## src/rtl/core/kpa_pkg.sv

```systemverilog
`timescale 1ns / 1ps
// ----------------------------------------------------------------------------
// kpa_pkg
// Shared constants and types for the key press auto-repeat core.
// ----------------------------------------------------------------------------
package kpa_pkg;

    localparam int NUM_KEYS = 6;
    localparam int CNT_W    = 8;

    // Register indexes as decoded from paddr[2].
    localparam logic REG_LONG_PRESS_TICKS = 1'b0;
    localparam logic REG_REPEAT_INTERVAL  = 1'b1;

    localparam logic [CNT_W-1:0] LONG_PRESS_RESET = 8'd200;
    localparam logic [CNT_W-1:0] REPEAT_RESET     = 8'd50;

    typedef struct packed {
        logic [CNT_W-1:0] long_press_ticks;
        logic [CNT_W-1:0] repeat_interval;
    } t_kpa_cfg;

endpackage

```

## src/rtl/core/key_press_autorepeat_core.sv

```systemverilog
`timescale 1ns / 1ps
// ----------------------------------------------------------------------------
// key_press_autorepeat_core
// Press edge detection with long-press auto-repeat for six active-low keys.
//
// One scan tick per request on the slave stream: s_tdata[5:0] carries the
// key levels, 0 meaning pressed. Each accepted tick yields exactly one result
// on the master stream, held in an output register and valid in the cycle after
// the request is accepted. A new tick is accepted every cycle, also while a
// result waits, as long as the receiver takes that result in the same cycle.
// If the receiver stalls, the result stays put and s_tready drops until it
// is taken. Hold counters, the shared repeat counter and the previous levels
// advance only on an accepted tick, all in one combinational pass.
// The APB port holds long_press_ticks (address 0) and repeat_interval
// (address 4); pready is always high and writes land on the access cycle.
// Synchronous reset restores the default counts (200, 50), marks all keys
// released, clears all counters and empties the output register.
// ----------------------------------------------------------------------------
module key_press_autorepeat_core
    import kpa_pkg::*;
(
    input  logic        i_clk,
    input  logic        i_rst_n,
    // Slave stream: [5:0] key_levels, [7:6] zero.
    input  logic        s_tvalid,
    output logic        s_tready,
    input  logic [7:0]  s_tdata,
    // Master stream: [5:0] key_events, [6] any_event, [12:7] long_held,
    // [15:13] zero.
    output logic        m_tvalid,
    input  logic        m_tready,
    output logic [15:0] m_tdata,
    // Configuration port.
    input  logic        psel,
    input  logic        penable,
    input  logic        pwrite,
    input  logic [2:0]  paddr,
    input  logic [31:0] pwdata,
    output logic [31:0] prdata,
    output logic        pready
);

    t_kpa_cfg            r_cfg;
    logic [NUM_KEYS-1:0] r_prev;
    logic                r_out_valid;
    logic [15:0]         r_out_data;

    logic                accept;
    logic [NUM_KEYS-1:0] levels;
    logic                all_released;
    logic [NUM_KEYS-1:0] held;
    logic [NUM_KEYS-1:0] rep_events;
    logic [NUM_KEYS-1:0] events;
    logic [15:0]         n_out_data;

    assign pready = 1'b1;

    always_comb begin
        case (paddr[2])
            REG_LONG_PRESS_TICKS: prdata = {24'd0, r_cfg.long_press_ticks};
            REG_REPEAT_INTERVAL:  prdata = {24'd0, r_cfg.repeat_interval};
            default:              prdata = '0;
        endcase
    end

    always_ff @(posedge i_clk) begin
        if (!i_rst_n) begin
            r_cfg.long_press_ticks <= LONG_PRESS_RESET;
            r_cfg.repeat_interval  <= REPEAT_RESET;
        end else if (psel && penable && pwrite) begin
            case (paddr[2])
                REG_LONG_PRESS_TICKS: r_cfg.long_press_ticks <= pwdata[CNT_W-1:0];
                REG_REPEAT_INTERVAL:  r_cfg.repeat_interval  <= pwdata[CNT_W-1:0];
                default: ;
            endcase
        end
    end

    assign s_tready     = !r_out_valid || m_tready;
    assign accept       = s_tvalid && s_tready;
    assign levels       = s_tdata[NUM_KEYS-1:0];
    assign all_released = &levels;

    kpa_hold_bank u_hold (
        .i_clk    (i_clk),
        .i_rst_n  (i_rst_n),
        .i_accept (accept),
        .i_levels (levels),
        .i_cfg    (r_cfg),
        .o_held   (held)
    );

    kpa_repeat u_repeat (
        .i_clk          (i_clk),
        .i_rst_n        (i_rst_n),
        .i_accept       (accept),
        .i_all_released (all_released),
        .i_held         (held),
        .i_cfg          (r_cfg),
        .o_events       (rep_events)
    );

    assign events     = (~levels & r_prev) | rep_events;
    assign n_out_data = {3'd0, held, |events, events};

    always_ff @(posedge i_clk) begin
        if (!i_rst_n) begin
            r_prev      <= '1;
            r_out_valid <= 1'b0;
        end else begin
            if (accept) begin
                r_prev      <= levels;
                r_out_valid <= 1'b1;
            end else if (m_tready) begin
                r_out_valid <= 1'b0;
            end
        end
    end

    always_ff @(posedge i_clk) begin
        if (accept) begin
            r_out_data <= n_out_data;
        end
    end

    assign m_tvalid = r_out_valid;
    assign m_tdata  = r_out_data;

    a_accept_gives_result: assert property (
        @(posedge i_clk) disable iff (!i_rst_n)
        accept |=> m_tvalid
    ) else $error("accepted tick did not produce a result");

    a_stall_blocks_input: assert property (
        @(posedge i_clk) disable iff (!i_rst_n)
        (m_tvalid && !m_tready) |-> !s_tready
    ) else $error("input accepted while result stalled");

    a_any_event_matches: assert property (
        @(posedge i_clk) disable iff (!i_rst_n)
        m_tvalid |-> (m_tdata[6] == (|m_tdata[5:0]))
    ) else $error("any_event disagrees with key_events");

    a_held_only_pressed: assert property (
        @(posedge i_clk) disable iff (!i_rst_n)
        accept |=> ((m_tdata[12:7] & $past(levels)) == '0)
    ) else $error("released key reported as long-held");

endmodule

```

## src/rtl/core/kpa_hold_bank.sv

```systemverilog
`timescale 1ns / 1ps
// ----------------------------------------------------------------------------
// kpa_hold_bank
// Per-key hold counters with saturation and the long-held mask.
// ----------------------------------------------------------------------------
module kpa_hold_bank
    import kpa_pkg::*;
(
    input  logic                i_clk,
    input  logic                i_rst_n,
    input  logic                i_accept,
    input  logic [NUM_KEYS-1:0] i_levels,
    input  t_kpa_cfg            i_cfg,
    output logic [NUM_KEYS-1:0] o_held
);

    logic [CNT_W-1:0] r_cnt [NUM_KEYS];
    logic [CNT_W-1:0] n_cnt [NUM_KEYS];

    always_comb begin
        for (int k = 0; k < NUM_KEYS; k++) begin
            if (!i_levels[k]) begin
                if (r_cnt[k] < i_cfg.long_press_ticks) begin
                    n_cnt[k] = r_cnt[k] + 1'b1;
                end else begin
                    n_cnt[k] = r_cnt[k];
                end
            end else begin
                n_cnt[k] = '0;
            end
            // A counter left above a lowered count never matches again.
            o_held[k] = !i_levels[k] && (n_cnt[k] == i_cfg.long_press_ticks);
        end
    end

    always_ff @(posedge i_clk) begin
        for (int k = 0; k < NUM_KEYS; k++) begin
            if (!i_rst_n) begin
                r_cnt[k] <= '0;
            end else if (i_accept) begin
                r_cnt[k] <= n_cnt[k];
            end
        end
    end

endmodule

```

## src/rtl/core/kpa_repeat.sv

```systemverilog
`timescale 1ns / 1ps
// ----------------------------------------------------------------------------
// kpa_repeat
// Shared repeat counter, advanced once per long-held key in key order.
// ----------------------------------------------------------------------------
module kpa_repeat
    import kpa_pkg::*;
(
    input  logic                i_clk,
    input  logic                i_rst_n,
    input  logic                i_accept,
    input  logic                i_all_released,
    input  logic [NUM_KEYS-1:0] i_held,
    input  t_kpa_cfg            i_cfg,
    output logic [NUM_KEYS-1:0] o_events
);

    logic [CNT_W-1:0] r_cnt;
    logic [CNT_W-1:0] n_cnt;

    always_comb begin
        n_cnt    = i_all_released ? '0 : r_cnt;
        o_events = '0;
        for (int k = 0; k < NUM_KEYS; k++) begin
            if (i_held[k]) begin
                if (n_cnt >= i_cfg.repeat_interval) begin
                    n_cnt       = '0;
                    o_events[k] = 1'b1;
                end else begin
                    n_cnt = n_cnt + 1'b1;
                end
            end
        end
    end

    always_ff @(posedge i_clk) begin
        if (!i_rst_n) begin
            r_cnt <= '0;
        end else if (i_accept) begin
            r_cnt <= n_cnt;
        end
    end

endmodule

```

## config.mk

```make
export PLATFORM = sky130hd
export DESIGN_NAME = key_press_autorepeat_core
export DESIGN_NICKNAME = d
export VERILOG_FILES = /design/src/rtl/core/kpa_pkg.sv /design/src/rtl/core/key_press_autorepeat_core.sv /design/src/rtl/core/kpa_hold_bank.sv /design/src/rtl/core/kpa_repeat.sv
export SDC_FILE = /design/constraint.sdc
export NUM_CORES = 1
export LEC_CHECK = 0
export BUFFER_PORTS_ARGS = -buffer_cell sky130_fd_sc_hd__buf_4
export CAP_MARGIN = 20
export CORE_AREA = 2 2 125 127
export CTS_CLUSTER_DIAMETER = 50
export CTS_CLUSTER_SIZE = 14
export DETAILED_ROUTE_END_ITERATION = 12
export DIE_AREA = 0 0 127 129
export GPL_TIMING_DRIVEN = 0
export PLACE_DENSITY = 0.95
export SETUP_SLACK_MARGIN = 0.02
export SLEW_MARGIN = 5
export SYNTH_ARGS = -nofsm -noshare
export SYNTH_HDL_FRONTEND = slang
export SYNTH_SLANG_ARGS = --single-unit
```

## constraint.sdc

```tcl
create_clock -name i_clk -period 32 [get_ports i_clk]
set_clock_uncertainty 0.05 [all_clocks]
set_input_delay 4.8 -clock i_clk [delete_from_list [all_inputs] [get_ports i_clk]]
set_output_delay 4.8 -clock i_clk [all_outputs]
set_load 0.05 [all_outputs]
```

==> flow_metrics.env, run 1 <==
export IMPL_tns_ps=0
export IMPL_cp_depth=72
export IMPL_avgSynthCellArea_um2=8.376
export IMPL_cts_made_buffers=9
export IMPL_rr_worst_depth=72
export IMPL_cp_slowest_cell="a221oi_1"
export IMPL_endpoint="u_repeat.r_cnt[6]"
export IMPL_setup_viol=0
export IMPL_peakVddDrop_mv=0.02598
export IMPL_r2r_end="u_repeat.r_cnt[6]"
export IMPL_synth_edf_count=61
export IMPL_fin_area_mm2=0.01059
export IMPL_gp_congestion=0.9487
export IMPL_clockBufferDepth=2
export IMPL_place_area_mm2=0.01031
export IMPL_grt_max_degree=32
export IMPL_yosysWarnings=0
export IMPL_rows=45
export IMPL_layout_drive_gt1_share=0.1053
export IMPL_synth_cell_area_mm2=0.009624
export IMPL_io_pins=101
export IMPL_nNetsFinal=1382
export IMPL_die_h_um=129
export IMPL_first_global_vias=8753
export IMPL_cp_required_ps=32240
export IMPL_drv_slew=0
export IMPL_max_slew_margin=0.2444
export IMPL_root_buffer="clkbuf_16"
export IMPL_first_iter_violations=1042
export IMPL_power_leakage_uw=0.004560
export IMPL_layout_commonest_cell="nand2_1"
export IMPL_fin_crit_sh=0.6189
export IMPL_core_area_mm2=0.01498
export IMPL_layout_min_cycle_time_ps=19800
export IMPL_antenna_found_initial=0
export IMPL_hold_buffers=0
export IMPL_wl_per_cell_um=19.16
export IMPL_tightest_slew_ps=1133
export IMPL_critical_path_class="in2reg"
export IMPL_cp_start_kind="input pin"
export IMPL_grtUsageTotal=0.3308
export IMPL_ys_seq_area_frac=0.2548
export IMPL_synthArstFlopShare=0
export IMPL_area_growth_pct=10.04
export IMPL_place_inst=1407
export IMPL_cts_resized_gates=0
export IMPL_cpPeakStageDelay_ps=940
export IMPL_wirelength_mm=27.26
export IMPL_max_cap_violations=0
export IMPL_die_w_um=127
export IMPL_rsz0062_at_grt="false"
export IMPL_status="complete, no violations"
export IMPL_clk_latency_ps=370
export IMPL_multiInputGateArea_mm2=0.006703
export IMPL_ys_types=93
export IMPL_antenna_left=0
export IMPL_dpl_hpwl_mm=20.48
export IMPL_start_util=0.6426
export IMPL_final_cell_mix="nand2_1, nor2_1, ha_1, buf_4, edfxtp_1"
export IMPL_cp_buffers_inverters=5
export IMPL_grt_overflow=0
export IMPL_cp_arrival_ps=20040
export IMPL_seq_area_mm2=0.002452
export IMPL_end_kind="flip-flop"
export IMPL_n_fill_cell=1135
export IMPL_num_antenna_cells=0
export IMPL_tritoncts="yes"
export IMPL_dr_pass1_iters=8
export IMPL_crit_family="compound AO/OA/AOI/OAI gates"
export IMPL_min_from="u_repeat.r_cnt[7]"
export IMPL_ys_flop_type="edfxtp_1"
export IMPL_final_cells=1423
export IMPL_io_buffer_count=41
export IMPL_r2r_start="r_cfg[14]"
export IMPL_cp_common_cell="a21o_1"
export IMPL_cp_max_fo=10
export IMPL_final_hold_viol_count=0
export IMPL_power_density_mw_per_mm2=30.34
export IMPL_ys_ff_latch=92
export IMPL_htreeDepth=3
export IMPL_via_per_inst=6.637
export IMPL_post_cts_setup_buffers=0
export IMPL_rrSetupSlack_ps=15500
export IMPL_die_area_mm2=0.01638
export IMPL_vias=9444
export IMPL_hp_class="reg2reg"
export IMPL_syn_instance_count=1149
export IMPL_clk_pin_slew_ps=60
export IMPL_holdWs_ps=437.7
export IMPL_numClockSinks=92
export IMPL_drc=0
export IMPL_startpoint="s_tdata[2]"
export IMPL_grt_pass1_wl_mm=42.99
export IMPL_maxClockFrequency_ghz=0.05049
-- stage by stage --
stage          setup slack, ps  power (uW)    util
2_1_floorplan            15150       195.9       -
3_3_place_gp             12880       211.6  0.6854
3_5_place_dp             12430       215.1  0.6885
4_1_cts                  12590       318.8  0.7071
5_1_grt                  11190       332.2  0.7071
6_report                 12200       321.3  0.7071
-- cells by family (layout without fill, tap and decap cells) --
group | Yosys count | after routing | synth area share
flip-flops | 92 | 92 | 0.2548
AO/OA/AOI/OAI | 266 | 266 | 0.1980
buffers and inverters | 120 | 180 | 0.05889
other | 2 | 28 | 0.0007803
multiplexers | 32 | 32 | 0.03588
adder cells (fa/ha/maj) | 102 | 102 | 0.1326
AND/OR/NAND/NOR | 451 | 451 | 0.2412
XOR/XNOR | 84 | 84 | 0.07787
-- registers in the layout (all words and copies together), names as in the netlist --
signal and cells:
u_hold.r_cnt 48, r_cfg 16, m_tdata 13, u_repeat.r_cnt 8, r_prev 6, m_tvalid 1
-- layer usage --
metal,vias up,part of all wire,GRT usage
met3,104,0.11,0.06486
li1,4342,-,-
met4,0,0.045,0.1674
met2,587,0.46,0.5512
met1,4411,0.39,0.4113
met5,-,0,0
-- final cells by class --
class	count	share of cell area
buffer	64	0.03367
clock buffer	12	0.02327
clock inverter	4	0.003072
inverter	56	0.01985
multi-input combinational	963	0.6329
sequential	92	0.2316
tap	188	0.02221
timing repair buffer	44	0.03344
-- worst min path at each step --
stage | to | slack, ps | cells past startpoint
floorplan | u_repeat.r_cnt[1] | 370 | 2
global placement | r_prev[0] | 420 | 2
detailed placement | r_prev[0] | 430 | 2
CTS | u_repeat.r_cnt[7] | 440 | 2
global route | u_repeat.r_cnt[5] | 470 | 2
finish | u_repeat.r_cnt[7] | 440 | 2
-- power breakdown --
part	total [uW]	internal (uW)	switching [uW]
clock	106	55.7	50.7
sequential	141	133	7.65
combinational	73.8	26.3	47.6
total	321	215	106
-- Yosys cell counts (31+ instances only) --
| library cell | count | area share |
|---|---|---|
| ha_1 | 102 | 0.13 |
| xor2_1 | 34 | 0.031 |
| nand2_1 | 118 | 0.046 |
| xnor2_1 | 49 | 0.045 |
| dfxtp_1 | 31 | 0.064 |
| edfxtp_1 | 61 | 0.19 |
| nor2_1 | 108 | 0.042 |
| a21oi_1 | 47 | 0.024 |
| o21ai_0 | 53 | 0.028 |
| nand3_1 | 41 | 0.021 |
| inv_1 | 51 | 0.020 |
-- worst register-to-register path: cells and delay by family, from the launching register on --
family	cells	cell delay, ps
compound gates	33	7150
fa+ha+maj	6	2020
buf+inv	6	2130
flops	1	360
mux	3	1030
simple gates	24	3670
Power figures use the tool's default switching activity.
==> run 2, diff against run 1 <==
CORE_AREA = 2 2 129 131   (was 2 2 125 127)
DIE_AREA = 0 0 131 133   (was 0 0 127 129)
PLACE_DENSITY = 0.93   (was 0.95)
clock period = 18.3 ns   (was 32 ns; I/O delays follow)
==> run 2 against run 1 <==
Global-route usage shrank 1.0 points. Sequential share of layout area shrank 0.16 points. Core utilization shrank 4.8 points. Total power grew 79%. Via count grew 0.16%. Sequential power grew 74%. Critical path depth is the same. Non-clock buffer count is the same. Setup slack lost 11000 ps. Critical endpoint unchanged. Wire length grew 1.3%. First-iteration DRC count grew 24%.
==> flow_metrics.env, run 2 (synthesis results as in run 1) <==
export IMPL_cp_max_fo=10
export IMPL_dpl_hpwl_mm=20.51
export IMPL_htreeDepth=3
export IMPL_setup_ws_ps=1311
export IMPL_clk_latency_ps=370
export IMPL_fin_util=0.6594
export IMPL_cts_made_buffers=9
export IMPL_cp_slowest_cell="a2111oi_0"
export IMPL_hp_class="reg2reg"
export IMPL_setup_viol=0
export IMPL_core_area_mm2=0.01617
export IMPL_n_fill_cell=1220
export IMPL_via_per_inst=6.501
export IMPL_grt_max_degree=34
export IMPL_seq_area_mm2=0.002452
export IMPL_antenna_left=0
export IMPL_post_cts_setup_buffers=0
export IMPL_io_buffer_count=41
export IMPL_drc=0
export IMPL_grt_overflow=0
export IMPL_io_pins=101
export IMPL_tightest_slew_ps=815.4
export IMPL_first_iter_violations=1288
export IMPL_final_hold_viol_count=0
export IMPL_hold_buffers=0
export IMPL_fin_area_mm2=0.01066
export IMPL_layout_drive_gt1_share=0.1085
export IMPL_largest_register_ffs=48
export IMPL_cp_arrival_ps=17230
export IMPL_cp_required_ps=18540
export IMPL_cp_start_kind="input pin"
export IMPL_wl_per_cell_um=18.97
export IMPL_top_register="u_hold.r_cnt"
export IMPL_layout_commonest_cell="nand2_1"
export IMPL_numClockSinks=92
export IMPL_cpPeakStageDelay_ps=620
export IMPL_antenna_found_initial=0
export IMPL_clockBufferDepth=2
export IMPL_power_leakage_uw=0.004576
export IMPL_nNetsFinal=1382
export IMPL_grt_pass1_wl_mm=43.94
export IMPL_cp_common_cell="a21o_1"
export IMPL_vias=9459
export IMPL_holdWs_ps=427.6
export IMPL_tritoncts="yes"
export IMPL_status="complete, no violations"
export IMPL_rsz0062_at_grt="false"
export IMPL_pre_cts_ws_ps=1074
export IMPL_rr_worst_depth=72
export IMPL_critical_path_class="in2reg"
export IMPL_end_kind="flip-flop"
export IMPL_root_buffer="clkbuf_16"
export IMPL_rows=47
export IMPL_start_util=0.5951
export IMPL_peakVddDrop_mv=0.04763
export IMPL_multiInputGateArea_mm2=0.006709
export IMPL_drv_slew=0
export IMPL_die_w_um=131
export IMPL_dr_pass1_iters=8
export IMPL_gp_congestion=1.006
export IMPL_die_h_um=133
export IMPL_die_area_mm2=0.01742
export IMPL_first_global_vias=8715
export IMPL_layout_min_cycle_time_ps=16990
export IMPL_fin_crit_sh=0.9284
export IMPL_power_density_mw_per_mm2=54.00
export IMPL_grtUsageTotal=0.3204
export IMPL_max_cap_violations=0
export IMPL_tns_ps=0
export IMPL_max_slew_margin=0.4564
export IMPL_place_area_mm2=0.01035
export IMPL_final_cell_mix="nand2_1, nor2_1, ha_1, buf_4, edfxtp_1"
export IMPL_clk_pin_slew_ps=70
export IMPL_hold_depth=2
export IMPL_wirelength_mm=27.61
export IMPL_maxClockFrequency_ghz=0.05886
export IMPL_num_antenna_cells=0
export IMPL_area_growth_pct=10.80
-- run 2: changes by cell type in the layout (fill, tap and decap cells not counted), sizes merged --
cell | previous run | this run
bufinv | 0 | 1
inv | 55 | 57
clkbuf | 40 | 37
-- run 2: worst paths after layout --
kind | slack (ps) | start | endpoint
worst min register to register | 430 | u_repeat.r_cnt[2] | u_repeat.r_cnt[2]
worst min-delay path | 430 | u_repeat.r_cnt[2] | u_repeat.r_cnt[2]
worst max register to register | 1970 | r_cfg[14] | u_repeat.r_cnt[6]
worst max-delay path | 1310 | s_tdata[2] | u_repeat.r_cnt[6]
-- run 2: per-layer routing --
metal | wire [um] | track usage | up-vias
li1 | - | - | 4336
met1 | 10870 | 0.4235 | 4347
met2 | 12120 | 0.4836 | 635
met3 | 2971 | 0.06551 | 141
met4 | 1644 | 0.1838 | 0
met5 | 0 | 0 | -
-- run 2: final cells by class --
| cell class | count | area share |
|---|---|---|
| inverter | 56 | 0.01971 |
| sequential | 92 | 0.2300 |
| clock inverter | 7 | 0.007626 |
| buffer | 64 | 0.03344 |
| multi-input combinational | 963 | 0.6291 |
| timing repair buffer | 44 | 0.03320 |
| tap | 220 | 0.02581 |
| clock buffer | 9 | 0.02112 |
-- run 2: stage by stage --
stage,cells,power [uW]
final,1455,575.8
after global routing,1455,594.3
after CTS,1455,570.9
after detailed placement,1439,376.5
after global placement,1436,370.7
after floorplan,1175,342.6
-- run 2: critical path, delay by kind of cell --
family	cells	cell delay (ps)
AOI/OAI and AO/OA	32	6700
muxes	3	890
adders and majority gates	6	1620
and+or+nand+nor	26	4380
buffers and inverters	5	930
-- run 2: what timing repair did --
| item | 4_1_cts | 5_1_grt |
|---|---|---|
| gates resized for setup | 0 | 1 |
| setup endpoints to repair | 0 | 1 |
| endpoints found under the hold margin | 0 | 0 |
-- run 2: power by group --
part | total (uW) | internal (uW) | switching, uW
Sequential | 246 | 233 | 13.2
Combinational | 130 | 46.0 | 84.0
Clock | 199 | 108 | 91.0
Total | 576 | 388 | 188
==> run 3, diff against run 2 <==
CAP_MARGIN = 10   (was 20)
RECOVER_POWER = 50   (was not set)
==> run 3 against run 2 <==
Flip-flop and latch count stayed put. Sequential power hardly changed. Sequential share of layout area is 0.079 points higher. Critical endpoint unchanged.
==> flow_metrics.env, run 3 (synthesis results as in run 1) <==
export IMPL_io_buffer_count=41
export IMPL_cp_slowest_cell="a2111oi_0"
export IMPL_wl_per_cell_um=19.21
export IMPL_hold_buffers=0
export IMPL_setup_ws_ps=1216
export IMPL_clk_pin_slew_ps=70
export IMPL_largest_register_ffs=48
export IMPL_final_hold_viol_count=0
export IMPL_power_leakage_uw=0.004523
export IMPL_die_h_um=133
export IMPL_end_kind="flip-flop"
export IMPL_cp_required_ps=18530
export IMPL_cp_start_kind="input pin"
export IMPL_rows=47
export IMPL_root_buffer="clkbuf_16"
export IMPL_hp_class="reg2reg"
export IMPL_layout_min_cycle_time_ps=17080
export IMPL_antenna_found_initial=0
export IMPL_start_util=0.5951
export IMPL_grt_pass1_wl_mm=44.03
export IMPL_dr_pass1_iters=8
export IMPL_num_antenna_cells=0
export IMPL_final_cell_mix="nand2_1, nor2_1, ha_1, edfxtp_1"
export IMPL_cpPeakStageDelay_ps=620
export IMPL_dpl_hpwl_mm=20.49
export IMPL_die_area_mm2=0.01742
export IMPL_post_cts_setup_buffers=0
export IMPL_first_global_vias=8824
export IMPL_tightest_slew_ps=1482
export IMPL_vias=9488
export IMPL_gp_congestion=1.006
export IMPL_grt_max_degree=34
export IMPL_rsz0062_at_grt="false"
export IMPL_setup_viol=0
export IMPL_numClockSinks=92
export IMPL_finalPower_uw=600.9
export IMPL_clk_latency_ps=360
export IMPL_cp_arrival_ps=17310
export IMPL_peakVddDrop_mv=0.05000
export IMPL_die_w_um=131
export IMPL_max_slew_margin=0.01170
export IMPL_cts_resized_gates=0
export IMPL_io_pins=101
export IMPL_critical_path_class="in2reg"
export IMPL_grtUsageTotal=0.3210
export IMPL_tritoncts="yes"
export IMPL_via_per_inst=6.530
export IMPL_max_cap_violations=0
export IMPL_layout_commonest_cell="nand2_1"
export IMPL_drv_slew=0
export IMPL_area_growth_pct=10.43
export IMPL_clockBufferDepth=2
export IMPL_cp_common_cell="a21o_1"
export IMPL_layout_drive_gt1_share=0.09327
export IMPL_drc=0
export IMPL_nNetsFinal=1380
export IMPL_core_area_mm2=0.01617
export IMPL_pre_cts_ws_ps=1104
export IMPL_status="complete, no violations"
export IMPL_grt_overflow=0
export IMPL_wirelength_mm=27.91
export IMPL_power_density_mw_per_mm2=56.54
export IMPL_top_register="u_hold.r_cnt"
export IMPL_cp_max_fo=10
export IMPL_htreeDepth=3
export IMPL_first_iter_violations=1492
export IMPL_maxClockFrequency_ghz=0.05853
export IMPL_antenna_left=0
export IMPL_tns_ps=0
export IMPL_fin_crit_sh=0.9335
export IMPL_cts_made_buffers=9
run 3: cell types whose count changed in the layout (fill, tap and decap cells not counted), sizes merged:
cell and change:
clkinv -2, bufinv +2, buf -20, clkbuf +20, inv -1, clkdlybuf4s15 -1
run 3: final timing paths:
path / startpoint / end / slack (ps) / cells past startpoint
max reg2reg: r_cfg[14] / u_repeat.r_cnt[6] / 1940 / 71
max: s_tdata[2] / u_repeat.r_cnt[6] / 1220 / 71
min: u_repeat.r_cnt[2] / u_repeat.r_cnt[2] / 430 / 2
min reg2reg: u_repeat.r_cnt[2] / u_repeat.r_cnt[2] / 430 / 2
run 3: area by class of cell:
class	count	area, um^2
Buffer	64	355.3
Tap cell	220	275.3
Clock buffer	10	229.0
Fill cell	1241	5544
Multi-Input combinational cell	963	6715
Sequential cell	92	2452
Inverter	56	210.2
Clock inverter	6	118.9
Timing Repair Buffer	42	271.5
run 3: where the power goes:
part | internal (uW) | switching (uW)
combinational | 43.9 | 84.0
sequential | 233 | 13.1
clock | 136 | 90.8
total | 413 | 188
run 3: routing by layer:
layer  wire length (um)  part of all wire  track usage
met2              12350              0.44       0.4873
met1              10960              0.39       0.4223
met5                  0                 0            0
met3               2974              0.11      0.06672
met4               1625             0.058       0.1809
run 3: through the flow:
stage	cell area (um^2)	util	hold slack (ps)	cells
after detailed placement	10320	0.6385	413.9	1437
after floorplan	9722	-	374.9	1175
final	10630	0.6572	428.8	1453
after global placement	10300	0.6372	388.4	1436
after global routing	10630	0.6572	444.3	1453
after CTS	10670	0.6600	427.4	1453
run 3: worst max-delay path, delay by kind of cell:
family,cells,cell delay (ps)
compound gates,31,6450
fa+ha+maj,6,1630
buf+inv,6,1140
mux,2,580
simple gates,26,4710
